<file path="src/ssc_pkg.sv">
// Package for the syndrome sync checker: masks, counter limits and widths.
// No dependencies; imported by ssc_nibble_step and syndrome_sync_check.
`default_nettype none

package ssc_pkg;

    // Largest block the counters are sized for
    localparam int MAX_BLOCK_BYTES = 4096;

    // Field and state widths
    localparam int WIN_W   = 28;
    localparam int CNT_W   = 14;
    localparam int BCNT_W  = 13;
    localparam int NIB_W   = 4;

    // Syndrome counters stop at the smaller of twice the block size and the counter span
    localparam int COUNT_LIMIT_I = (2 * MAX_BLOCK_BYTES > 16383) ? 16383 : 2 * MAX_BLOCK_BYTES;
    localparam logic [CNT_W-1:0]  COUNT_LIMIT  = COUNT_LIMIT_I[CNT_W-1:0];
    localparam logic [BCNT_W-1:0] BYTE_CNT_MAX = {BCNT_W{1'b1}};

    // Parity masks for the two code variants
    localparam logic [WIN_W-1:0] SYND_MASK_A = 28'hFB536D3;
    localparam logic [WIN_W-1:0] SYND_MASK_B = 28'hF7A39E3;

    // Block length that uses the looser threshold
    localparam logic [BCNT_W-1:0] SHORT_BLOCK_LEN = 13'd30;

    // Ratio factors; product of a saturated count and factor fits in PROD_W bits
    localparam int PROD_W = 21;
    localparam logic [PROD_W-1:0] FACTOR_SHORT = 21'd10;
    localparam logic [PROD_W-1:0] FACTOR_LONG  = 21'd100;

endpackage

`default_nettype wire

</file>
<file path="src/ssc_nibble_step.sv">
// One nibble step of the syndrome check: shift the window, take the masked parity.
// Depends on ssc_pkg.
`default_nettype none

module ssc_nibble_step
    import ssc_pkg::*;
(
    input  wire logic [WIN_W-1:0] i_window,
    input  wire logic [NIB_W-1:0] i_nibble,
    input  wire logic             i_use_mask_b,
    output logic      [WIN_W-1:0] o_window,
    output logic                  o_syndrome
);

    logic [WIN_W-1:0] mask;

    // Shift the nibble in at the low end
    assign o_window = {i_window[WIN_W-NIB_W-1:0], i_nibble};

    // Syndrome bit is the parity of the masked window
    assign mask       = i_use_mask_b ? SYND_MASK_B : SYND_MASK_A;
    assign o_syndrome = ^(o_window & mask);

endmodule

`default_nettype wire

</file>
<file path="src/syndrome_sync_check.sv">
// Top level of the syndrome sync checker: input register, state update, result register.
// Depends on ssc_pkg and ssc_nibble_step.
`default_nettype none

//  channel | handshake                     | beat
//  --------+-------------------------------+----------------------------------------
//  input   | i_in_valid / o_in_stall       | i_data_byte, i_use_mask_b, i_last_byte
//  output  | o_out_valid / i_out_stall     | o_in_sync, o_zero_count, o_one_count
//
// One byte per cycle while o_in_stall is low. A beat is captured in the input register at
// acceptance; its two nibble steps, counter updates and the sync decision complete when it leaves
// that register, and the result of a last byte is then written to the output register.
// Reset (synchronous, active low) empties both registers and closes any open block.
// Input is stalled only while a last-byte beat waits and the output register is still held.

module syndrome_sync_check
    import ssc_pkg::*;
(
    input  wire logic              i_clk,
    input  wire logic              i_rst_n,
    input  wire logic              i_in_valid,
    output logic                   o_in_stall,
    input  wire logic [7:0]        i_data_byte,
    input  wire logic              i_use_mask_b,
    input  wire logic              i_last_byte,
    output logic                   o_out_valid,
    input  wire logic              i_out_stall,
    output logic                   o_in_sync,
    output logic      [CNT_W-1:0]  o_zero_count,
    output logic      [CNT_W-1:0]  o_one_count
);

    // input register
    logic              r_in_valid;
    logic [7:0]        r_data;
    logic              r_selb;
    logic              r_last;

    // block state
    logic [WIN_W-1:0]  r_window;
    logic [CNT_W-1:0]  r_zero;
    logic [CNT_W-1:0]  r_one;
    logic [BCNT_W-1:0] r_bytes;
    logic              r_variant;
    logic              r_open;

    logic [WIN_W-1:0]  n_window;
    logic [CNT_W-1:0]  n_zero;
    logic [CNT_W-1:0]  n_one;
    logic [BCNT_W-1:0] n_bytes;
    logic              n_in_sync;

    logic              advance;
    logic              accept;
    logic [WIN_W-1:0]  base_window;
    logic [CNT_W-1:0]  base_zero;
    logic [CNT_W-1:0]  base_one;
    logic [BCNT_W-1:0] base_bytes;
    logic              variant;
    logic [WIN_W-1:0]  mid_window;
    logic              synd0;
    logic              synd1;
    logic [1:0]        ones_add;
    logic [1:0]        zeros_add;
    logic [CNT_W:0]    zero_sum;
    logic [CNT_W:0]    one_sum;
    logic [PROD_W-1:0] factor;
    logic [PROD_W-1:0] one_scaled;

    // Handshake: the held beat moves on unless its result would overwrite a held result
    assign advance    = r_in_valid && (!r_last || !o_out_valid || !i_out_stall);
    assign o_in_stall = r_in_valid && !advance;
    assign accept     = i_in_valid && !o_in_stall;

    // A closed block starts fresh from this beat
    assign base_window = r_open ? r_window  : '0;
    assign base_zero   = r_open ? r_zero    : '0;
    assign base_one    = r_open ? r_one     : '0;
    assign base_bytes  = r_open ? r_bytes   : '0;
    assign variant     = r_open ? r_variant : r_selb;

    // Two nibble steps, low nibble first
    ssc_nibble_step u_step_lo (
        .i_window     (base_window),
        .i_nibble     (r_data[3:0]),
        .i_use_mask_b (variant),
        .o_window     (mid_window),
        .o_syndrome   (synd0)
    );

    ssc_nibble_step u_step_hi (
        .i_window     (mid_window),
        .i_nibble     (r_data[7:4]),
        .i_use_mask_b (variant),
        .o_window     (n_window),
        .o_syndrome   (synd1)
    );

    // Saturating counters; counts never exceed the limit, so a clamp of the sum suffices
    always_comb begin
        ones_add  = {1'b0, synd0} + {1'b0, synd1};
        zeros_add = 2'd2 - ones_add;
        zero_sum  = {1'b0, base_zero} + {{(CNT_W-1){1'b0}}, zeros_add};
        one_sum   = {1'b0, base_one}  + {{(CNT_W-1){1'b0}}, ones_add};
        n_zero    = (zero_sum > {1'b0, COUNT_LIMIT}) ? COUNT_LIMIT : zero_sum[CNT_W-1:0];
        n_one     = (one_sum  > {1'b0, COUNT_LIMIT}) ? COUNT_LIMIT : one_sum[CNT_W-1:0];
        n_bytes   = (base_bytes == BYTE_CNT_MAX) ? base_bytes : base_bytes + 1'b1;
    end

    // Sync decision: ones scaled by the threshold factor against zeros
    always_comb begin
        factor     = (n_bytes == SHORT_BLOCK_LEN) ? FACTOR_SHORT : FACTOR_LONG;
        one_scaled = (n_one[6:0] == 7'd0 && n_one[CNT_W-1:7] == '0) ? '0 :
                     (factor == FACTOR_SHORT)
                         ? ({{(PROD_W-CNT_W-3){1'b0}}, n_one, 3'b000}
                            + {{(PROD_W-CNT_W-1){1'b0}}, n_one, 1'b0})
                         : ({n_one, 7'b0} - {{(PROD_W-CNT_W-5){1'b0}}, n_one, 5'b0}
                            + {{(PROD_W-CNT_W-2){1'b0}}, n_one, 2'b0});
        n_in_sync  = (n_zero != '0) &&
                     (one_scaled <= {{(PROD_W-CNT_W){1'b0}}, n_zero});
    end

    // Input register
    always_ff @(posedge i_clk) begin
        if (!i_rst_n) begin
            r_in_valid <= 1'b0;
        end else if (accept) begin
            r_in_valid <= 1'b1;
        end else if (advance) begin
            r_in_valid <= 1'b0;
        end
    end

    always_ff @(posedge i_clk) begin
        if (accept) begin
            r_data <= i_data_byte;
            r_selb <= i_use_mask_b;
            r_last <= i_last_byte;
        end
    end

    // Block state update
    always_ff @(posedge i_clk) begin
        if (!i_rst_n) begin
            r_open <= 1'b0;
        end else if (advance) begin
            r_open <= !r_last;
        end
    end

    always_ff @(posedge i_clk) begin
        if (advance) begin
            r_window  <= n_window;
            r_zero    <= n_zero;
            r_one     <= n_one;
            r_bytes   <= n_bytes;
            r_variant <= variant;
        end
    end

    // Result register
    always_ff @(posedge i_clk) begin
        if (!i_rst_n) begin
            o_out_valid <= 1'b0;
        end else if (advance && r_last) begin
            o_out_valid <= 1'b1;
        end else if (!i_out_stall) begin
            o_out_valid <= 1'b0;
        end
    end

    always_ff @(posedge i_clk) begin
        if (advance && r_last) begin
            o_in_sync    <= n_in_sync;
            o_zero_count <= n_zero;
            o_one_count  <= n_one;
        end
    end

endmodule

`default_nettype wire
</file>
<file path="config.mk">
export PLATFORM = sky130hd
export DESIGN_NAME = syndrome_sync_check
export DESIGN_NICKNAME = d
export VERILOG_FILES = /design/src/ssc_pkg.sv /design/src/ssc_nibble_step.sv /design/src/syndrome_sync_check.sv
export SDC_FILE = /design/constraint.sdc
export NUM_CORES = 1
export LEC_CHECK = 0
export CAP_MARGIN = 20
export CORE_MARGIN = 10
export CORE_UTILIZATION = 44
export CTS_CLUSTER_SIZE = 16
export DETAILED_ROUTE_END_ITERATION = 12
export DONT_BUFFER_PORTS = 1
export PLACE_DENSITY = 0.55
export SETUP_SLACK_MARGIN = 0.2
export SYNTH_ARGS = -nofsm -noshare
export SYNTH_HDL_FRONTEND = slang
export SYNTH_HIERARCHICAL = 1
export SYNTH_SLANG_ARGS = --single-unit
</file>
<file path="constraint.sdc">
create_clock -name i_clk -period 13.4 [get_ports i_clk]
set_clock_uncertainty 0.15 [all_clocks]
set_input_delay 2.68 -clock i_clk [delete_from_list [all_inputs] [get_ports i_clk]]
set_output_delay 2.68 -clock i_clk [all_outputs]
set_load 0.02 [all_outputs]
</file>
==> metrics.yaml <==
first_iter_violations: 359
ys.warnings.count: 6
post_cts_resized: 0
cpMostUsedCell: "inv_1"
worstSetupPathDepth: 37
drive_gt1_share_pct: 6.58
wl_um: 19400
place_hpwl_um: 14600
finalCriticalPeriod_ns: 10.06
finalSetupTns_ns: 0
endpoint: "o_in_sync"
synth_area_mm2: 0.00843
rsz0062_at_grt: "no"
cts_tree: "built"
hold_path_class: "reg2reg"
r2r_start: "r_open"
end_kind: "flip-flop"
startpoint: "r_open"
critPathKind: "reg2reg"
crit_arrival_ns: 10.12
syn_nets: 948
dieArea_mm2: 0.0251
drc: 0
antenna_cells: 0
place.gp.congestion: 0.906
cts_buffer_depth: 2
p_per_area_mw_per_mm2: 206
insertion_delay_ns: 0.35
relSlewSlack_pct: 38.8
hold_buffers: 0
cts_root_buffer: "clkbuf_16"
maxCapViolCount: 0
synth.avg_cell_area_um2: 9.85
placed_area_mm2: 0.00829
post_cts_buffers: 0
routedWlPerCell_um: 18.6
die_w_um: 158
fin_crit_sh_pct: 75.1
crit_family: "compound AO/OA/AOI/OAI gates"
clk_pin_slew_ns: 0.08
max_freq_mhz: 99.4
post_drt_via_cell_ratio: 5.68
antenna_found_initial: 0
cts.sinks: 108
postSynthCellCount: 856
start_util_pct: 44.9
top_level_ports: 45
ant_nets: 0
crit_fanout: 37
nets: 893
crit_slowest_cell: "dfxtp_2"
setup_viol: 0
core_mm2: 0.0188
final_util_pct: 45.9
finalHoldViolCount: 0
status: "complete, no violations"
grt_max_degree: 69
worst-slew-pin-transition_ns: 0.918
grt_overflow: 0
timing.final.max_slew_violations: 0
rr_endpoint: "o_in_sync"
die-height_um: 158
syn_to_final_growth_pct: 2.09
design_area_mm2: 0.00861
gr-usage-all-layers_pct: 15.7
num_vias: 5908
numCtsBuffers: 9
grt_pass1_vias: 5870
slowest_delay_ns: 0.68
timing.critical_path.buf_inv: 5
firstDrtPassIters: 4
fill_cells: 1758
power_leakage_nw: 3.55
critPathRequiredTime_ns: 13.45
h-tree-depth: 3
max-vdd-ir-drop_uv: 174
reg2reg_depth: 37
worst_setup_path_start_kind: "flip-flop"
grt_first_pass_wirelength_um: 31300
rows: 50
portBuffers: 0
rrSetupSlack_ns: 3.34
[state kept, by name, summed over array words and instances, names as in the netlist, 8 cells and up]
signal	count
o_zero_count	14
r_one	14
r_window	24
o_one_count	14
r_zero	14
r_data	8
r_bytes	13
[metrics by stage]
stage          total power [mW]  cells  hold slack (ns)  worst slack, ns
2_1_floorplan              1.22    856            0.340             4.12
3_3_place_gp               1.48   1024            0.254             3.59
3_5_place_dp               1.49   1024            0.260             3.44
4_1_cts                    1.78   1040            0.280             3.35
5_1_grt                    1.92   1040            0.298             2.69
6_report                   1.77   1040            0.276             3.34
[cells in the final DEF (no fill, tap or decap), drive strengths merged, types with 3 or more instances in the layout]
master    n
mux2i    15
edfxtp  105
mux2      4
o21ai    29
nor4     15
inv      77
buf       3
nand2b   13
and3      7
or2      13
o21a      6
or3      10
o211ai    4
fa       12
nor3     14
o221ai    3
nand3    19
a211oi   13
dfxtp     3
clkbuf    9
a31oi     7
and2     33
a221oi    3
a21oi    36
ha       66
xor2     29
xnor2    55
a21o     17
nor2b     9
nor2     63
nand2    58
nand4    19
[area by class of cell]
class,count,area [um^2],area share (%)
Multi-Input combinational cell,606,4490,52.2
Sequential cell,108,3210,37.3
Tap cell,234,293,3.40
Inverter,73,274,3.18
Clock buffer,9,225,2.62
Clock inverter,7,90.1,1.05
Timing Repair Buffer,3,22.5,0.262
[worst reg2reg max path, delay by kind of cell (launching register included)]
family | cells | cell delay, ns
fa+ha+maj | 6 | 2.13
mux | 3 | 1.06
simple gates | 7 | 1.58
compound gates | 13 | 3.02
buf+inv | 5 | 0.57
xor+xnor | 3 | 0.70
flops | 1 | 0.68
[worst min path at each step]
stage	depth (start not counted)	from	end
final	0	r_data[7]	r_window[3]
after global routing	0	r_data[7]	r_window[3]
after CTS	0	r_data[7]	r_window[3]
after detailed placement	0	r_data[7]	r_window[3]
after global placement	0	r_data[7]	r_window[3]
after floorplan	1	r_data[6]	r_window[2]
[power breakdown]
| part | total (mW) | leakage (nW) | internal [mW] | switching (mW) |
|---|---|---|---|---|
| Sequential | 0.423 | 1.03 | 0.403 | 0.0199 |
| Clock | 0.282 | 0.156 | 0.150 | 0.131 |
| Combinational | 1.07 | 2.36 | 0.434 | 0.632 |
| Total | 1.77 | 3.55 | 0.988 | 0.783 |
[layer usage]
layer / share of wire, % / GRT usage, %
met3: 4.3 / 2.97
met5: 0 / 0
met4: 1.7 / 4.28
met1: 49 / 21.5
met2: 45 / 24.9
No activity file was read; power rests on OpenSTA's default activity.
